--- src/hw/rtl/bpd_pkg.sv ---
// Shared types and codes for the button press duration power control block.
// Used by the channel interfaces, the decision core and the top level.
`timescale 1ns / 1ps
`default_nettype none
package bpd_pkg;

  localparam int BTN_COUNT = 3;
  localparam logic [7:0] CNT_MAX = 8'hFF;

  localparam logic [7:0] SHORT_RESET   = 8'd1;
  localparam logic [7:0] LONG_RESET    = 8'd4;
  localparam logic [7:0] STUCK_RESET   = 8'd10;
  localparam logic [7:0] RESTORE_RESET = 8'd5;

  localparam logic       CMD_TICK    = 1'b0;
  localparam logic       LVL_PRESSED = 1'b0;
  localparam logic [1:0] BTN_RESET   = 2'd0;
  localparam logic [1:0] BTN_POWER   = 2'd1;
  localparam logic [1:0] BTN_CONSOLE = 2'd2;
  localparam logic [1:0] PWR_OFF     = 2'd0;
  localparam logic [1:0] PWR_ON      = 2'd1;

  typedef enum logic [1:0] {
    CFG_SHORT   = 2'd0,
    CFG_LONG    = 2'd1,
    CFG_STUCK   = 2'd2,
    CFG_RESTORE = 2'd3
  } cfg_idx_t;

  typedef enum logic [3:0] {
    ACT_NONE       = 4'd0,
    ACT_BMC_REBOOT = 4'd1,
    ACT_HOST_RESET = 4'd2,
    ACT_POWER_ON   = 4'd3,
    ACT_POWER_OFF  = 4'd4,
    ACT_GRACEFUL   = 4'd5,
    ACT_REFUSED    = 4'd6,
    ACT_CONSOLE    = 4'd7,
    ACT_RESTORE    = 4'd8
  } act_t;

  typedef struct packed {
    logic [7:0] short_s;
    logic [7:0] long_s;
    logic [7:0] stuck_s;
    logic [7:0] restore_s;
  } cfg_t;

  typedef struct packed {
    logic       command;
    logic [1:0] button;
    logic       level;
    logic       console_to_host;
    logic [1:0] host_power;
    logic [7:0] post_code;
  } item_t;

  typedef struct packed {
    act_t       action;
    logic [7:0] display_value;
    logic [7:0] hold_seconds;
    logic [2:0] stuck_asserted;
    logic       stuck_cleared;
  } res_t;

endpackage
`default_nettype wire

--- src/hw/rtl/bpd_if.sv ---
// Valid/ready channel interfaces for input words, result words and config writes.
// Depends on bpd_pkg for the codes and widths.
`timescale 1ns / 1ps
`default_nettype none
interface bpd_in_if;
  import bpd_pkg::*;
  logic       valid;
  logic       ready;
  logic       command;
  logic [1:0] button;
  logic       level;
  logic       console_to_host;
  logic [1:0] host_power;
  logic [7:0] post_code;
  modport source (output valid, command, button, level, console_to_host, host_power,
                  post_code, input ready);
  modport sink (input valid, command, button, level, console_to_host, host_power,
                post_code, output ready);
endinterface

interface bpd_out_if;
  import bpd_pkg::*;
  logic       valid;
  logic       ready;
  logic [3:0] action;
  logic [7:0] display_value;
  logic [7:0] hold_seconds;
  logic [2:0] stuck_asserted;
  logic       stuck_cleared;
  modport source (output valid, action, display_value, hold_seconds, stuck_asserted,
                  stuck_cleared, input ready);
  modport sink (input valid, action, display_value, hold_seconds, stuck_asserted,
                stuck_cleared, output ready);
endinterface

interface bpd_cfg_if;
  import bpd_pkg::*;
  logic       valid;
  logic       ready;
  logic [1:0] index;
  logic [7:0] data;
  modport source (output valid, index, data, input ready);
  modport sink (input valid, index, data, output ready);
endinterface
`default_nettype wire

--- src/hw/rtl/bpd_core.sv ---
// Button state, hold counters and restore timer, with the per-word action decision.
// Depends on bpd_pkg; the top level supplies the accept strobe and config.
`timescale 1ns / 1ps
`default_nettype none
module bpd_core (
  input  wire logic          clk,
  input  wire logic          rst_n,
  input  wire logic          step,
  input  wire bpd_pkg::item_t item,
  input  wire bpd_pkg::cfg_t  cfg,
  output bpd_pkg::res_t       res
);
  import bpd_pkg::*;

  logic [BTN_COUNT-1:0] held_r, held_nxt;
  logic [7:0]           cnt_r [BTN_COUNT];
  logic [7:0]           cnt_nxt [BTN_COUNT];
  logic                 pend_r, pend_nxt;
  logic [7:0]           saved_r, saved_nxt;
  logic [7:0]           timer_r, timer_nxt;
  logic [7:0]           timer_inc;
  logic [7:0]           h;
  logic                 in_window;

  always_comb begin
    held_nxt  = held_r;
    cnt_nxt   = cnt_r;
    pend_nxt  = pend_r;
    saved_nxt = saved_r;
    timer_nxt = timer_r;
    res       = '0;
    res.action = ACT_NONE;
    h         = cnt_r[item.button];
    in_window = (h >= cfg.short_s) && (h < cfg.stuck_s);
    timer_inc = (timer_r < CNT_MAX) ? timer_r + 8'd1 : timer_r;
    if (item.command == CMD_TICK) begin
      for (int i = 0; i < BTN_COUNT; i++) begin
        if (held_r[i] && cnt_r[i] < CNT_MAX) begin
          cnt_nxt[i] = cnt_r[i] + 8'd1;
          res.stuck_asserted[i] = (cnt_nxt[i] == cfg.stuck_s);
        end
      end
      if (pend_r) begin
        timer_nxt = timer_inc;
        if (timer_inc >= cfg.restore_s) begin
          res.action        = ACT_RESTORE;
          res.display_value = saved_r;
          pend_nxt          = 1'b0;
          timer_nxt         = '0;
        end
      end
    end else if (item.button != 2'd3 &&
                 !(item.button == BTN_POWER && !item.console_to_host)) begin
      if (item.level == LVL_PRESSED) begin
        held_nxt[item.button] = 1'b1;
        cnt_nxt[item.button]  = '0;
      end else if (held_r[item.button]) begin
        held_nxt[item.button] = 1'b0;
        res.hold_seconds      = h;
        if (item.button == BTN_CONSOLE) begin
          if (h < cfg.stuck_s) begin
            res.action        = ACT_CONSOLE;
            res.display_value = {7'd0, item.console_to_host};
            if (!pend_r) begin
              pend_nxt  = 1'b1;
              saved_nxt = item.post_code;
            end
            timer_nxt = '0;
          end else if (h > cfg.stuck_s) begin
            res.stuck_cleared = 1'b1;
          end
        end else if (in_window) begin
          if (item.button == BTN_RESET) begin
            if (!item.console_to_host) begin
              res.action = ACT_BMC_REBOOT;
            end else begin
              res.action = (item.host_power == PWR_ON) ? ACT_HOST_RESET : ACT_REFUSED;
            end
          end else begin
            if (item.host_power == PWR_OFF) begin
              res.action = ACT_POWER_ON;
            end else if (item.host_power == PWR_ON) begin
              res.action = (h > cfg.long_s) ? ACT_POWER_OFF : ACT_GRACEFUL;
            end else begin
              res.action = ACT_REFUSED;
            end
          end
        end else if (h > cfg.stuck_s) begin
          res.stuck_cleared = 1'b1;
        end
      end
    end
  end

  always_ff @(posedge clk) begin
    if (!rst_n) begin
      held_r  <= '0;
      pend_r  <= 1'b0;
      saved_r <= '0;
      timer_r <= '0;
      for (int i = 0; i < BTN_COUNT; i++) begin
        cnt_r[i] <= '0;
      end
    end else if (step) begin
      held_r  <= held_nxt;
      pend_r  <= pend_nxt;
      saved_r <= saved_nxt;
      timer_r <= timer_nxt;
      cnt_r   <= cnt_nxt;
    end
  end

endmodule
`default_nettype wire

--- src/hw/rtl/button_press_duration_power_control.sv ---
// Top level: config registers, decision core and a two-entry result buffer.
// Depends on bpd_pkg, the channel interfaces in bpd_if and bpd_core.
//
//   channel  | direction | payload
//   in_ch    | sink      | command, button, level, console_to_host, host_power, post code
//   out_ch   | source    | action, display_value, hold_seconds, stuck marks
//   cfg_ch   | sink      | index, data (always ready)
//
// Each result goes to the output register, or to the skid entry when one already waits.
// A new word is taken every cycle while in_ready is high; the output register plus one
// skid entry keep input accepted while a result waits. in_ready drops only when both
// are full. Reset is synchronous and restores the config defaults and released buttons.
`timescale 1ns / 1ps
`default_nettype none
module button_press_duration_power_control (
  input wire logic clk,
  input wire logic rst_n,
  bpd_in_if.sink   in_ch,
  bpd_out_if.source out_ch,
  bpd_cfg_if.sink  cfg_ch
);
  import bpd_pkg::*;

  cfg_t  cfg_r;
  item_t item;
  res_t  res;
  res_t  out_r, skid_r;
  logic  out_valid_r, skid_valid_r;
  logic  accept, take;

  assign cfg_ch.ready = 1'b1;
  assign in_ch.ready  = !skid_valid_r;
  assign accept       = in_ch.valid && in_ch.ready;
  assign take         = out_valid_r && out_ch.ready;

  assign item = '{command: in_ch.command, button: in_ch.button, level: in_ch.level,
                  console_to_host: in_ch.console_to_host, host_power: in_ch.host_power,
                  post_code: in_ch.post_code};

  always_ff @(posedge clk) begin
    if (!rst_n) begin
      cfg_r <= '{short_s: SHORT_RESET, long_s: LONG_RESET, stuck_s: STUCK_RESET,
                 restore_s: RESTORE_RESET};
    end else if (cfg_ch.valid) begin
      case (cfg_idx_t'(cfg_ch.index))
        CFG_SHORT:   cfg_r.short_s   <= cfg_ch.data;
        CFG_LONG:    cfg_r.long_s    <= cfg_ch.data;
        CFG_STUCK:   cfg_r.stuck_s   <= cfg_ch.data;
        CFG_RESTORE: cfg_r.restore_s <= cfg_ch.data;
        default: begin
        end
      endcase
    end
  end

  bpd_core u_core (
    .clk  (clk),
    .rst_n(rst_n),
    .step (accept),
    .item (item),
    .cfg  (cfg_r),
    .res  (res)
  );

  always_ff @(posedge clk) begin
    if (!rst_n) begin
      out_valid_r  <= 1'b0;
      skid_valid_r <= 1'b0;
    end else if (take) begin
      if (skid_valid_r) begin
        out_r        <= skid_r;
        skid_valid_r <= 1'b0;
      end else if (accept) begin
        out_r <= res;
      end else begin
        out_valid_r <= 1'b0;
      end
    end else if (accept) begin
      if (!out_valid_r) begin
        out_r       <= res;
        out_valid_r <= 1'b1;
      end else begin
        skid_r       <= res;
        skid_valid_r <= 1'b1;
      end
    end
  end

  assign out_ch.valid          = out_valid_r;
  assign out_ch.action         = out_r.action;
  assign out_ch.display_value  = out_r.display_value;
  assign out_ch.hold_seconds   = out_r.hold_seconds;
  assign out_ch.stuck_asserted = out_r.stuck_asserted;
  assign out_ch.stuck_cleared  = out_r.stuck_cleared;

endmodule
`default_nettype wire

--- src/flat_wrapper.sv ---
// flat-port wrapper written by rule: the top's interface ports become plain ports
module button_press_duration_power_control_flat import bpd_pkg::*;
  (clk, rst_n, in_ch_valid, in_ch_command, in_ch_button, in_ch_level, in_ch_console_to_host, in_ch_host_power, in_ch_post_code, in_ch_ready, out_ch_valid, out_ch_action, out_ch_display_value, out_ch_hold_seconds, out_ch_stuck_asserted, out_ch_stuck_cleared, out_ch_ready, cfg_ch_valid, cfg_ch_index, cfg_ch_data, cfg_ch_ready);
  bpd_in_if in_ch_i ();
  bpd_out_if out_ch_i ();
  bpd_cfg_if cfg_ch_i ();
  input wire logic clk;
  input wire logic rst_n;
  input wire logic [$bits(in_ch_i.valid)-1:0] in_ch_valid;
  input wire logic [$bits(in_ch_i.command)-1:0] in_ch_command;
  input wire logic [$bits(in_ch_i.button)-1:0] in_ch_button;
  input wire logic [$bits(in_ch_i.level)-1:0] in_ch_level;
  input wire logic [$bits(in_ch_i.console_to_host)-1:0] in_ch_console_to_host;
  input wire logic [$bits(in_ch_i.host_power)-1:0] in_ch_host_power;
  input wire logic [$bits(in_ch_i.post_code)-1:0] in_ch_post_code;
  output wire logic [$bits(in_ch_i.ready)-1:0] in_ch_ready;
  output wire logic [$bits(out_ch_i.valid)-1:0] out_ch_valid;
  output wire logic [$bits(out_ch_i.action)-1:0] out_ch_action;
  output wire logic [$bits(out_ch_i.display_value)-1:0] out_ch_display_value;
  output wire logic [$bits(out_ch_i.hold_seconds)-1:0] out_ch_hold_seconds;
  output wire logic [$bits(out_ch_i.stuck_asserted)-1:0] out_ch_stuck_asserted;
  output wire logic [$bits(out_ch_i.stuck_cleared)-1:0] out_ch_stuck_cleared;
  input wire logic [$bits(out_ch_i.ready)-1:0] out_ch_ready;
  input wire logic [$bits(cfg_ch_i.valid)-1:0] cfg_ch_valid;
  input wire logic [$bits(cfg_ch_i.index)-1:0] cfg_ch_index;
  input wire logic [$bits(cfg_ch_i.data)-1:0] cfg_ch_data;
  output wire logic [$bits(cfg_ch_i.ready)-1:0] cfg_ch_ready;
  assign in_ch_i.valid = in_ch_valid;
  assign in_ch_i.command = in_ch_command;
  assign in_ch_i.button = in_ch_button;
  assign in_ch_i.level = in_ch_level;
  assign in_ch_i.console_to_host = in_ch_console_to_host;
  assign in_ch_i.host_power = in_ch_host_power;
  assign in_ch_i.post_code = in_ch_post_code;
  assign in_ch_ready = in_ch_i.ready;
  assign out_ch_valid = out_ch_i.valid;
  assign out_ch_action = out_ch_i.action;
  assign out_ch_display_value = out_ch_i.display_value;
  assign out_ch_hold_seconds = out_ch_i.hold_seconds;
  assign out_ch_stuck_asserted = out_ch_i.stuck_asserted;
  assign out_ch_stuck_cleared = out_ch_i.stuck_cleared;
  assign out_ch_i.ready = out_ch_ready;
  assign cfg_ch_i.valid = cfg_ch_valid;
  assign cfg_ch_i.index = cfg_ch_index;
  assign cfg_ch_i.data = cfg_ch_data;
  assign cfg_ch_ready = cfg_ch_i.ready;
  button_press_duration_power_control u_core (.clk(clk), .rst_n(rst_n), .in_ch(in_ch_i), .out_ch(out_ch_i), .cfg_ch(cfg_ch_i));
endmodule
--- config.mk ---
export PLATFORM = sky130hd
export DESIGN_NAME = button_press_duration_power_control_flat
export DESIGN_NICKNAME = d
export VERILOG_FILES = /design/src/hw/rtl/bpd_pkg.sv /design/src/hw/rtl/bpd_if.sv /design/src/hw/rtl/bpd_core.sv /design/src/hw/rtl/button_press_duration_power_control.sv /design/src/flat_wrapper.sv
export SDC_FILE = /design/constraint.sdc
export NUM_CORES = 1
export LEC_CHECK = 0
export BUFFER_PORTS_ARGS = -buffer_cell sky130_fd_sc_hd__buf_2
export CORE_AREA = 2 2 129 131
export DETAILED_ROUTE_END_ITERATION = 8
export DIE_AREA = 0 0 131 133
export GPL_TIMING_DRIVEN = 0
export SYNTH_ARGS = -nofsm -noshare
export SYNTH_HDL_FRONTEND = slang
export SYNTH_SLANG_ARGS = --single-unit
--- constraint.sdc ---
create_clock -name clk -period 3.9 [get_ports clk]
set_input_delay 0.975 -clock clk [delete_from_list [all_inputs] [get_ports clk]]
set_output_delay 0.975 -clock clk [all_outputs]
set_load 0.1 [all_outputs]
=== Word level (Yosys, flattened, before mapping) ===
Cells that the tools add are included.

* $add $sub $neg: 4
* $lt $le $gt $ge: 13
* Eq/ne operators: 20
* Multiplexer cells: 72
* Bitwise gates (word level): 9
* Reductions and logical operators: 38

{| class="wikitable"
|+ Operator list
! cell !! count
|-
| $mux 24 || 8
|-
| $mux 8 || 17
|-
| $mux 20 || 3
|-
| $mux 12 || 3
|-
| $add 8x1->8 const B || 4
|-
| $lt 8x8->1 const B || 4
|-
| $mux 1 || 26
|-
| $and 24x24->24 || 1
|-
| $eq 8x8->1 || 3
|-
| $not 24->24 || 1
|-
| $reduce_and 4->1 || 6
|-
| $mux 3 || 6
|-
| $bmux 8 s2 || 1
|-
| $demux 8 s2 || 1
|-
| $ge 8x8->1 || 2
|-
| $gt 8x8->1 || 2
|-
| $mux 4 || 3
|-
| $ne 2x1->1 const B || 6
|-
| $reduce_bool 2->1 || 6
|-
| $mux 11 || 1
|-
| $logic_and 1x1->1 || 10
|-
| $ne 2x2->1 const B || 5
|-
| $reduce_and 2->1 || 5
|-
| $lt 8x8->1 || 1
|-
| other kinds (21) || 31
|}

* Flip-flop bits (word level): 126
* Input bits: 30
* Output and inout port bits: 27

=== Logic depth before layout (Yosys ltp) ===
Gate-level depths: netlist of the first run.

* Word-level depth: 18
* Mapped depth: 14

=== Hierarchy ===
Synthesis of the first run repeated with hierarchy kept, for this count alone.

* Cells, all modules: 735
* Area, all modules: 6966.7 µm²

{| class="wikitable"
|+ Modules (own cells, without submodules)
! module !! times used !! cells each !! area each (µm²) !! sequential area each (µm²)
|-
| bpd_core || 1 || 525 || 3960.0 || 880.8
|-
| button_press_duration_power_control || 1 || 210 || 3006.6 || 2122.0
|}

=== Least setup slack after synthesis of the first run ===
OpenSTA, ideal clock, no wires.

* Path kind: input to register
* From: input in_ch_valid
* To: register u_core.skid_r[0] (netlist bit), enable pin
* Setup time: 435 ps
* Arrival: 3063 ps
* Data required time: 3465 ps
* Path slack: 401 ps
* Stages: 4
* Path buffers: 1
* Cells stage by stage: nor2b_1 -> clkbuf_1 -> nand2_1 -> nor3_1

* Longest elaborated chain between the ends: 2

{| class="wikitable"
|+ RTL lines
! item !! line !! RTL
|-
| from (decl) || flat_wrapper.sv:9 || <nowiki>input wire logic [$bits(in_ch_i.valid)-1:0] in_ch_valid;</nowiki>
|-
| $logic_and 1x1->1 || button_press_duration_power_control.sv:33 || <nowiki>assign accept = in_ch.valid && in_ch.ready;</nowiki>
|-
| $reduce_and 4->1 (no line) || n/a ||
|-
| to (signal assigned) || button_press_duration_power_control.sv:83 || <nowiki>skid_r <= res;</nowiki>
|-
| to (decl) || button_press_duration_power_control.sv:27 || <nowiki>res_t out_r, skid_r;</nowiki>
|}

No other way between the ends.
A chain may end at the register's enable or synchronous reset.

=== Worst setup path in the final report of the first run ===
* From: input in_ch_button[1]
* To: register u_core.out_r, in the netlist u_core.out_ch.action[2], data pin

* Longest elaborated chain between the ends: 15
* Elaborated cells between the ends (all ways): 29

{| class="wikitable"
|+ RTL lines
! item !! line !! RTL
|-
| from (decl) || flat_wrapper.sv:11 || <nowiki>input wire logic [$bits(in_ch_i.button)-1:0] in_ch_button;</nowiki>
|-
| $not 2->3 (not written as such) || bpd_core.sv:33 || <nowiki>h = cnt_r[item.button];</nowiki>
|-
| $bmux 8 s2 || bpd_core.sv:33 ||
|-
| $mux 8 (not written as such) (2 in series) || bpd_core.sv:33 ||
|-
| $ge 8x8->1 or $lt 8x8->1 (tied branches) || bpd_core.sv:34, bpd_core.sv:61 ||
|-
| $logic_and 1x1->1 || bpd_core.sv:34 || <nowiki>in_window = (h >= cfg.short_s) && (h < cfg.stuck_s);</nowiki>
|-
| $mux 4 || bpd_core.sv:72 || <nowiki>end else if (in_window) begin</nowiki>
|-
| $mux 4 || bpd_core.sv:60 || <nowiki>if (item.button == BTN_CONSOLE) begin</nowiki>
|-
| $mux 20 || bpd_core.sv:57 || <nowiki>end else if (held_r[item.button]) begin</nowiki>
|-
| $mux 20 || bpd_core.sv:54 || <nowiki>if (item.level == LVL_PRESSED) begin</nowiki>
|-
| $mux 20 (*) || bpd_core.sv:52 || <nowiki>end else if (item.button != 2'd3 &&</nowiki>
|-
| $mux 12 (*) || bpd_core.sv:36 || <nowiki>if (item.command == CMD_TICK) begin</nowiki>
|-
| $mux 24 (on tied branches) || button_press_duration_power_control.sv:79, button_press_duration_power_control.sv:73 ||
|-
| $mux 24 (on tied branches) || button_press_duration_power_control.sv:78, button_press_duration_power_control.sv:70 ||
|-
| $mux 24 (*) || button_press_duration_power_control.sv:69 || <nowiki>end else if (take) begin</nowiki>
|-
| to (signal assigned) || button_press_duration_power_control.sv:71 || <nowiki>out_r <= skid_r;</nowiki>
|-
| to (signal assigned) || button_press_duration_power_control.sv:74 || <nowiki>out_r <= res;</nowiki>
|-
| to (signal assigned) || button_press_duration_power_control.sv:80 || <nowiki>out_r <= res;</nowiki>
|-
| to (decl) || button_press_duration_power_control.sv:27 ||
|}

Every way passes the cells marked *; elsewhere a longest branch is shown, timed or not. The select of a mux whose other input is x is not followed.

==> impl_metrics.csv, run 1 <==
group,metric,value,unit
worst_setup_path,timing.critical_path.required,4110,ps
yosys,postSynthCellCount,796,
worst_hold_path,hp-class,"reg -> reg",
finish,final_cell_count_no_fill,1103,
grt,grt-busiest-layer,"met2",
finish,area_growth,16.8,%
yosys,ys_warn_count,0,
grt,grt_antenna_before_repair,0,
grt,grt_pass1_wl,30.9,mm
power,total_power,3270,µW
timing,holdWs,448,ps
grt,grt_max_degree,17,
finish,fillers,1506,
power,seq_power_share,0.428,
detailed_routing,drt_iter0_markers,523,
power,leakagePower,0.00325,µW
timing,maxSlewHeadroom,0.327,
timing,post-route-min-period,3670,ps
worst_setup_path,crit_type,"in -> reg",
detailed_routing,drc,0,
place,portBuffers,52,
floorplan,die_w,131,µm
clocking,clk_path_buf_depth,2,
detailed_routing,drtPass1Iterations,5,
place,dpl.hpwl,14.1,mm
yosys,synthArstFlopShare,0,
power,p_sw,942,µW
timing,max_freq,272,MHz
grt,grt_util_met2,0.351,
yosys,synth_area,0.00721,mm²
power,pwr-share-comb,0.093,
clocking,hold_buffers,0,
grt,met1_usage,0.326,
detailed_routing,wl_per_cell,17.3,µm
yosys,yosys-top-cells-area,"dfxtp_1, edfxtp_1, ha_1",
yosys,postSynthAreaPerCell,9.05,µm²
detailed_routing,wl,19.0,mm
job,max-cap-violations,0,
timing,final-setup-viol-count,0,
place,gp_congestion,0.883,
power,clkPwrFrac,0.479,
grt,grt_pass1_vias,5813,
floorplan,core_area,0.0162,mm²
finish,layout.nets,936,
clocking,cts_buffers,17,
clocking,clk_transition_reported_paths,70,ps
clocking,clk_latency,430,ps
yosys,syn_nets,862,
finish,final_cell_mix,"nand2_1, dfxtp_1, buf_2",
clocking,cts_max_level,4,
detailed_routing,vias,6098,
clocking,cts-root-buf,"clkbuf_16",
timing,fin_tns_setup,0,ps
yosys,yosysTopAreaCellShare,0.217,
timing,worst_slack,227,ps
yosys,ys.flop_type,"dfxtp_1",
power,pwr_density_cell,388,mW/mm²
place,pre_cts_ws,-628,ps
power,peakVddDrop,278,µV
floorplan,num_rows,47,
finish,mostFrequentLayoutCell,"nand2_1",
detailed_routing,detail-route-antenna-nets,0,
finish,drive_above_1_share,0.173,
run_status,status,"complete, no violations",
timing,tightest_slew,1000,ps
yosys,synth_edf_count,48,
finish,multi_input_area,0.00387,mm²
floorplan,die_h,133,µm
clocking,cts_sinks,126,
worst_setup_path,startpoint_type,"input port",
timing,period_share,0.942,
worst_setup_path,crit_fanout,10,
detailed_routing,viasPerCell,5.53,
timing,rsz0062_at_grt,"no",
timing,hold_viol_final,0,
floorplan,die_area,0.0174,mm²
finish,register_area,0.00300,mm²
yosys,post_synth_num_cell_types,70,
yosys,yosysSeqAreaShare,0.417,
worst_setup_path,worstPathArrival,3880,ps
grt,track_usage,0.230,
floorplan,start_util,0.446,
place,place_inst,1071,
floorplan,ios,57,
power,switching_share,0.288,
grt,use_met3,0.0380,
grt,grt_overflow,0,
timing,final.setup_skew,9.09,ps
worst_setup_path,crit_path_end_kind,"flop",
yosys,synth_seq_cells,126,
yosys,synth_top_area_cell,"dfxtp_1",
timing,drv_slew,0,
clocking,tritoncts,"built",
finish,n_antenna_cell,0,
power,p_int,2330,µW
## power by group through the flow
stage                     Combinational [µW]  Clock, µW  Sequential [µW]
after floorplan                          136          0             1510
after global placement                   292          0             1430
after detailed placement                 301          0             1430
after CTS                                302       1590             1400
after global routing                     326       1650             1400
final                                    304       1570             1400
## final cells by class
class,count,share of cell area
Multi-Input combinational cell,587,0.460
Clock inverter,15,0.0202
Clock buffer,17,0.0506
Timing Repair Buffer,55,0.0354
Buffer,42,0.0262
Sequential cell,126,0.357
Tap cell,220,0.0327
Inverter,41,0.0183
## flip-flops by register name (all words and copies together) (netlist names), named ones only
register	cells
u_core.u_core.cnt_r	24
u_core.out_ch.stuck_cleared	1
u_core.out_ch.valid	1
u_core.u_core.timer_r	8
u_core.out_ch.hold_seconds	8
u_core.out_ch.action	4
u_core.skid_r	24
u_core.out_ch.stuck_asserted	3
u_core.out_ch.display_value	8
u_core.u_core.saved_r	8
u_core.cfg_r	32
u_core.skid_valid_r	1
u_core.u_core.pend_r	1
## cell families (layout without fill, tap and decap cells)
kind of cell    Yosys count  after routing  synth area share
fa+ha+maj                36             36            0.0625
buf+inv                  83            170            0.0517
simple gates            298            298             0.207
other cells               1              1          0.000520
xor+xnor                 30             30            0.0365
compound gates          183            183             0.166
mux                      39             39            0.0583
flops                   126            126             0.417
## worst max-delay path: stages
cell	delay, ps
buf_6	140
buf_2	290
mux2i_1	120
o21ai_1	460
ha_1	350
a21oi_1	150
nand2_1	110
a211oi_4	440
and2_4	230
buf_6	130
o21ai_2	80
o31ai_1	380
## cells in the mapped netlist, drive strengths merged, types with 9 or more instances
cell type,count
a21boi,24
a21oi,59
nand4,13
buf,17
edfxtp,48
o21ai,40
and3,9
mux2,21
mux2i,18
inv,41
ha,36
nand3,34
nor3,14
nor2b,30
nand2,93
nor2,53
xnor2,26
clkbuf,25
dfxtp,78
and2,21
## final timing paths
path / from / endpoint / slack [ps] / depth (start not counted)
worst max-delay path: in_ch_button[1] / u_core.out_ch.action[2] / 230 / 12
worst min-delay path: u_core.u_core.saved_r[7] / u_core.u_core.saved_r[7] / 450 / 2
worst max register to register: u_core.u_core.timer_r[0] / u_core.out_ch.display_value[0] / 330 / 14
worst min register to register: u_core.u_core.saved_r[7] / u_core.u_core.saved_r[7] / 450 / 2
## timing repair
item | in CTS | in global routing
gates resized for setup | 4 | 10
setup buffers | 0 | 0
setup endpoints to repair | 2 | 12
endpoints found under the hold margin | 0 | 0
## stage by stage
step	util	area, µm²
after detailed placement	0.482	7790
after global placement	0.479	7740
after floorplan	-	7210
after CTS	0.518	8380
final	0.520	8420
after global routing	0.520	8420
## metal layers
| layer | routed length [µm] | part of all wire | up-vias |
|---|---|---|---|
| li1 | - | - | 2975 |
| met1 | 8970 | 0.47 | 2899 |
| met2 | 8740 | 0.46 | 185 |
| met3 | 874 | 0.046 | 39 |
| met4 | 471 | 0.025 | 0 |
| met5 | 0 | 0 | - |
No activity file was read; power rests on OpenSTA's default activity.
==> run 2: changes to the inputs <==
--- a/config.mk
+++ b/config.mk
@@ -5,10 +5,12 @@
 export SDC_FILE = /design/constraint.sdc
 export NUM_CORES = 1
 export LEC_CHECK = 0
+export ABC_AREA = 1
 export BUFFER_PORTS_ARGS = -buffer_cell sky130_fd_sc_hd__buf_2
-export CORE_AREA = 2 2 129 131
+export CORE_AREA = 2 2 127 129
+export CTS_CLUSTER_DIAMETER = 40
 export DETAILED_ROUTE_END_ITERATION = 8
-export DIE_AREA = 0 0 131 133
+export DIE_AREA = 0 0 129 131
 export GPL_TIMING_DRIVEN = 0
 export SYNTH_ARGS = -nofsm -noshare
 export SYNTH_HDL_FRONTEND = slang
==> run 2 against run 1 <==
Worst setup slack improved by 99 ps. Sequential share of layout area rose by 1.1 points. Fmax increased by 2.8%. Highest routed layer unchanged. Sequential power about the same. Die area is 3.0% lower. Clock skew rose by 3.6 ps. Flip-flop and latch count did not move. Largest cell class unchanged. Cell area decreased by 2.9%. Wire length decreased by 5.6%. Power grew 3.0%. Global-route usage down 0.66 points.
==> impl_metrics.csv, run 2 <==
group,metric,value,unit
finish,finalInstanceArea,0.00817,mm²
worst_setup_path,startpoint_type,"input port",
timing,maxSlewHeadroom,0.348,
timing,max_freq,280,MHz
detailed_routing,maxUsedRoutingLayer,"met4",
timing,period_share,0.916,
grt,grt_pass1_vias,5498,
power,leakagePower,0.00357,µW
finish,layout.nets,1084,
floorplan,num_rows,46,
clocking,clk_transition_reported_paths,60,ps
worst_setup_path,cp_slowest_stage_delay,370,ps
yosys,syn_nets,1009,
yosys,synth_top_area_cell,"dfxtp_1",
grt,grt_antenna_before_repair,0,
clocking,cts_sinks,126,
yosys,synth_area,0.00698,mm²
grt,grt_pass1_wl,28.7,mm
worst_setup_path,crit_path_end_kind,"flop",
finish,n_antenna_cell,0,
detailed_routing,wl_met3,811,µm
timing,rsz0062_at_grt,"no",
grt,grt_overflow,0,
detailed_routing,vias,6223,
detailed_routing,drtPass1Iterations,5,
worst_setup_path,crit_chain,"buf_2 > inv_1 > nand2_2 > clkbuf_2 > o21a_1 > inv_1 > ha_1 > a21oi_1 > nand2_1 > a21oi_2 > nand2_1 > nor2_1 > nand2_1 > nand2_1 > nand2_1 > a21oi_1",
timing,drv_slew,0,
worst_setup_path,worstPathArrival,3840,ps
timing,post-route-min-period,3570,ps
place,pre_cts_ws,-228,ps
place,placed_area,0.00756,mm²
floorplan,die_w,129,µm
finish,final_cell_mix,"nand2_1, inv_1, nor2_1",
yosys,postSynthAreaPerCell,7.40,µm²
detailed_routing,wl_per_cell,14.4,µm
worst_setup_path,crit_type,"in -> reg",
yosys,yosys-top-cells-area,"dfxtp_1, edfxtp_1, nand2_1",
finish,register_area,0.00300,mm²
yosys,synth_common_cells,"nand2_1, inv_1, nor2_1",
detailed_routing,drt_iter0_markers,366,
clocking,clk_path_buf_depth,2,
worst_setup_path,cp_slowest_cell,"a21oi_2",
detailed_routing,met2_length,8.38,mm
place,portBuffers,54,
run_status,status,"complete, no violations",
worst_hold_path,hp-class,"reg -> reg",
finish,fillers,1540,
timing,worst_slack,326,ps
clocking,tritoncts,"built",
yosys,yosysMostFrequentCell,"nand2_1",
clocking,cts_buffers,17,
clocking,cts_max_level,4,
detailed_routing,viasPerCell,4.99,
yosys,yosysTopAreaCellShare,0.224,
yosys,post_synth_num_cell_types,40,
detailed_routing,drc,0,
floorplan,start_util,0.448,
yosys,ys_warn_count,0,
finish,multi_input_area,0.00340,mm²
finish,area_growth,17.1,%
power,peakVddDrop,295,µV
finish,regMostFlops,"u_core.cfg_r",
finish,largestRegisters,"u_core.cfg_r: 32 flops, u_core.skid_r: 24 flops, u_core.u_core.cnt_r: 24 flops",
clocking,cts-root-buf,"clkbuf_16",
timing,final.setup_skew,12.6,ps
floorplan,core_area,0.0156,mm²
timing,tightest_slew,971,ps
yosys,synth_seq_cells,126,
detailed_routing,m1WireLength,8.48,mm
worst_setup_path,worst_path_most_repeated_cell,"nand2_1",
timing,hold_viol_final,0,
grt,grt_max_degree,17,
yosys,postSynthCellCount,943,
finish,largest_reg_flops,32,
yosys,synth_edf_count,48,
yosys,ys.flop_type,"dfxtp_1",
place,gp_congestion,0.949,
worst_setup_path,timing.critical_path.required,4160,ps
yosys,synthArstFlopShare,0,
finish,mostFrequentLayoutCell,"nand2_1",
floorplan,die_area,0.0169,mm²
yosys,yosysSeqAreaShare,0.430,
place,dpl.hpwl,13.7,mm
finish,drive_above_1_share,0.108,
power,pwr_density_cell,412,mW/mm²
floorplan,die_h,131,µm
floorplan,ios,57,
job,max-cap-violations,0,
timing,final-setup-viol-count,0,
grt,track_usage,0.223,
worst_setup_path,crit_fanout,10,
detailed_routing,detail-route-antenna-nets,0,
clocking,clk_latency,420,ps
detailed_routing,wl,18.0,mm
## run 2: changes by cell type after synthesis, sizes merged, moves of 11 or more
| cell | previous run | this run |
|---|---|---|
| nand2 | 93 | 243 |
| inv | 41 | 130 |
| nor2 | 53 | 106 |
| a21oi | 59 | 90 |
| nor2b | 30 | 0 |
| a21boi | 24 | 0 |
| nand3 | 34 | 58 |
| and2 | 21 | 0 |
| xnor2 | 26 | 5 |
| mux2 | 21 | 1 |
| mux2i | 18 | 0 |
| buf | 17 | 2 |
| o21ai | 40 | 51 |
## run 2: path summary, 6_finish.rpt
kind | from | endpoint | slack [ps] | depth (start not counted)
max | in_ch_button[0] | u_core.out_ch.action[0] | 330 | 16
min | u_core.cfg_r[20] | u_core.cfg_r[20] | 460 | 2
max reg2reg | u_core.u_core.timer_r[0] | u_core.out_ch.display_value[0] | 740 | 16
min reg2reg | u_core.cfg_r[20] | u_core.cfg_r[20] | 460 | 2
## run 2: kinds of logic (layout without fill, tap and decap cells)
kind of cell | after synthesis | after routing | share of synthesized area
AO/OA/AOI/OAI | 169 | 169 | 0.135
XOR/XNOR | 18 | 18 | 0.0226
adder cells (fa/ha/maj) | 36 | 36 | 0.0645
buffers and inverters | 154 | 242 | 0.0835
flip-flops | 126 | 126 | 0.430
multiplexers | 1 | 1 | 0.00161
other | 1 | 1 | 0.000537
AND/OR/NAND/NOR | 438 | 438 | 0.262
## run 2: metal layers
layer / vias up / track usage
li1: 3234 / -
met1: 2806 / 0.299
met2: 159 / 0.364
met3: 24 / 0.0387
met4: 0 / 0.0818
met5: - / 0
## run 2: repair_timing
item / 4_1_cts / 5_1_grt
setup buffers: 0 / 0
hold endpoints to repair: 0 / 0
gates resized for setup: 0 / 4
setup endpoints to repair: 0 / 3
hold buffers: 0 / 0
## run 2: final cells by class
class                           count  area share
Inverter                          132      0.0606
Multi-Input combinational cell    663       0.416
Buffer                             22      0.0110
Clock buffer                       17      0.0521
Timing Repair Buffer               56      0.0367
Sequential cell                   126       0.367
Tap cell                          216      0.0331
Clock inverter                     15      0.0228
## run 2: worst max-delay path, delay by kind of cell
family	cells	cell delay, ps
AND/OR/NAND/NOR	7	770
adder cells (fa/ha/maj)	1	360
AO/OA/AOI/OAI	4	1050
buffers and inverters	4	670
## run 2: report_power, final
part / internal [µW] / switching, µW / total [µW]
clock network: 1010 / 616 / 1630
logic: 73.5 / 246 / 320
registers: 1400 / 15.2 / 1420
## run 2: metrics by stage
step	utilization	total power, µW	instances	hold slack, ps	TNS [ps]
2_1_floorplan	-	1670	943	433	0
3_3_place_gp	0.482	1760	1213	448	-7400
3_5_place_dp	0.485	1760	1215	453	-1290
4_1_cts	0.524	3390	1247	461	0
5_1_grt	0.524	3480	1247	477	0
6_report	0.524	3370	1247	459	0
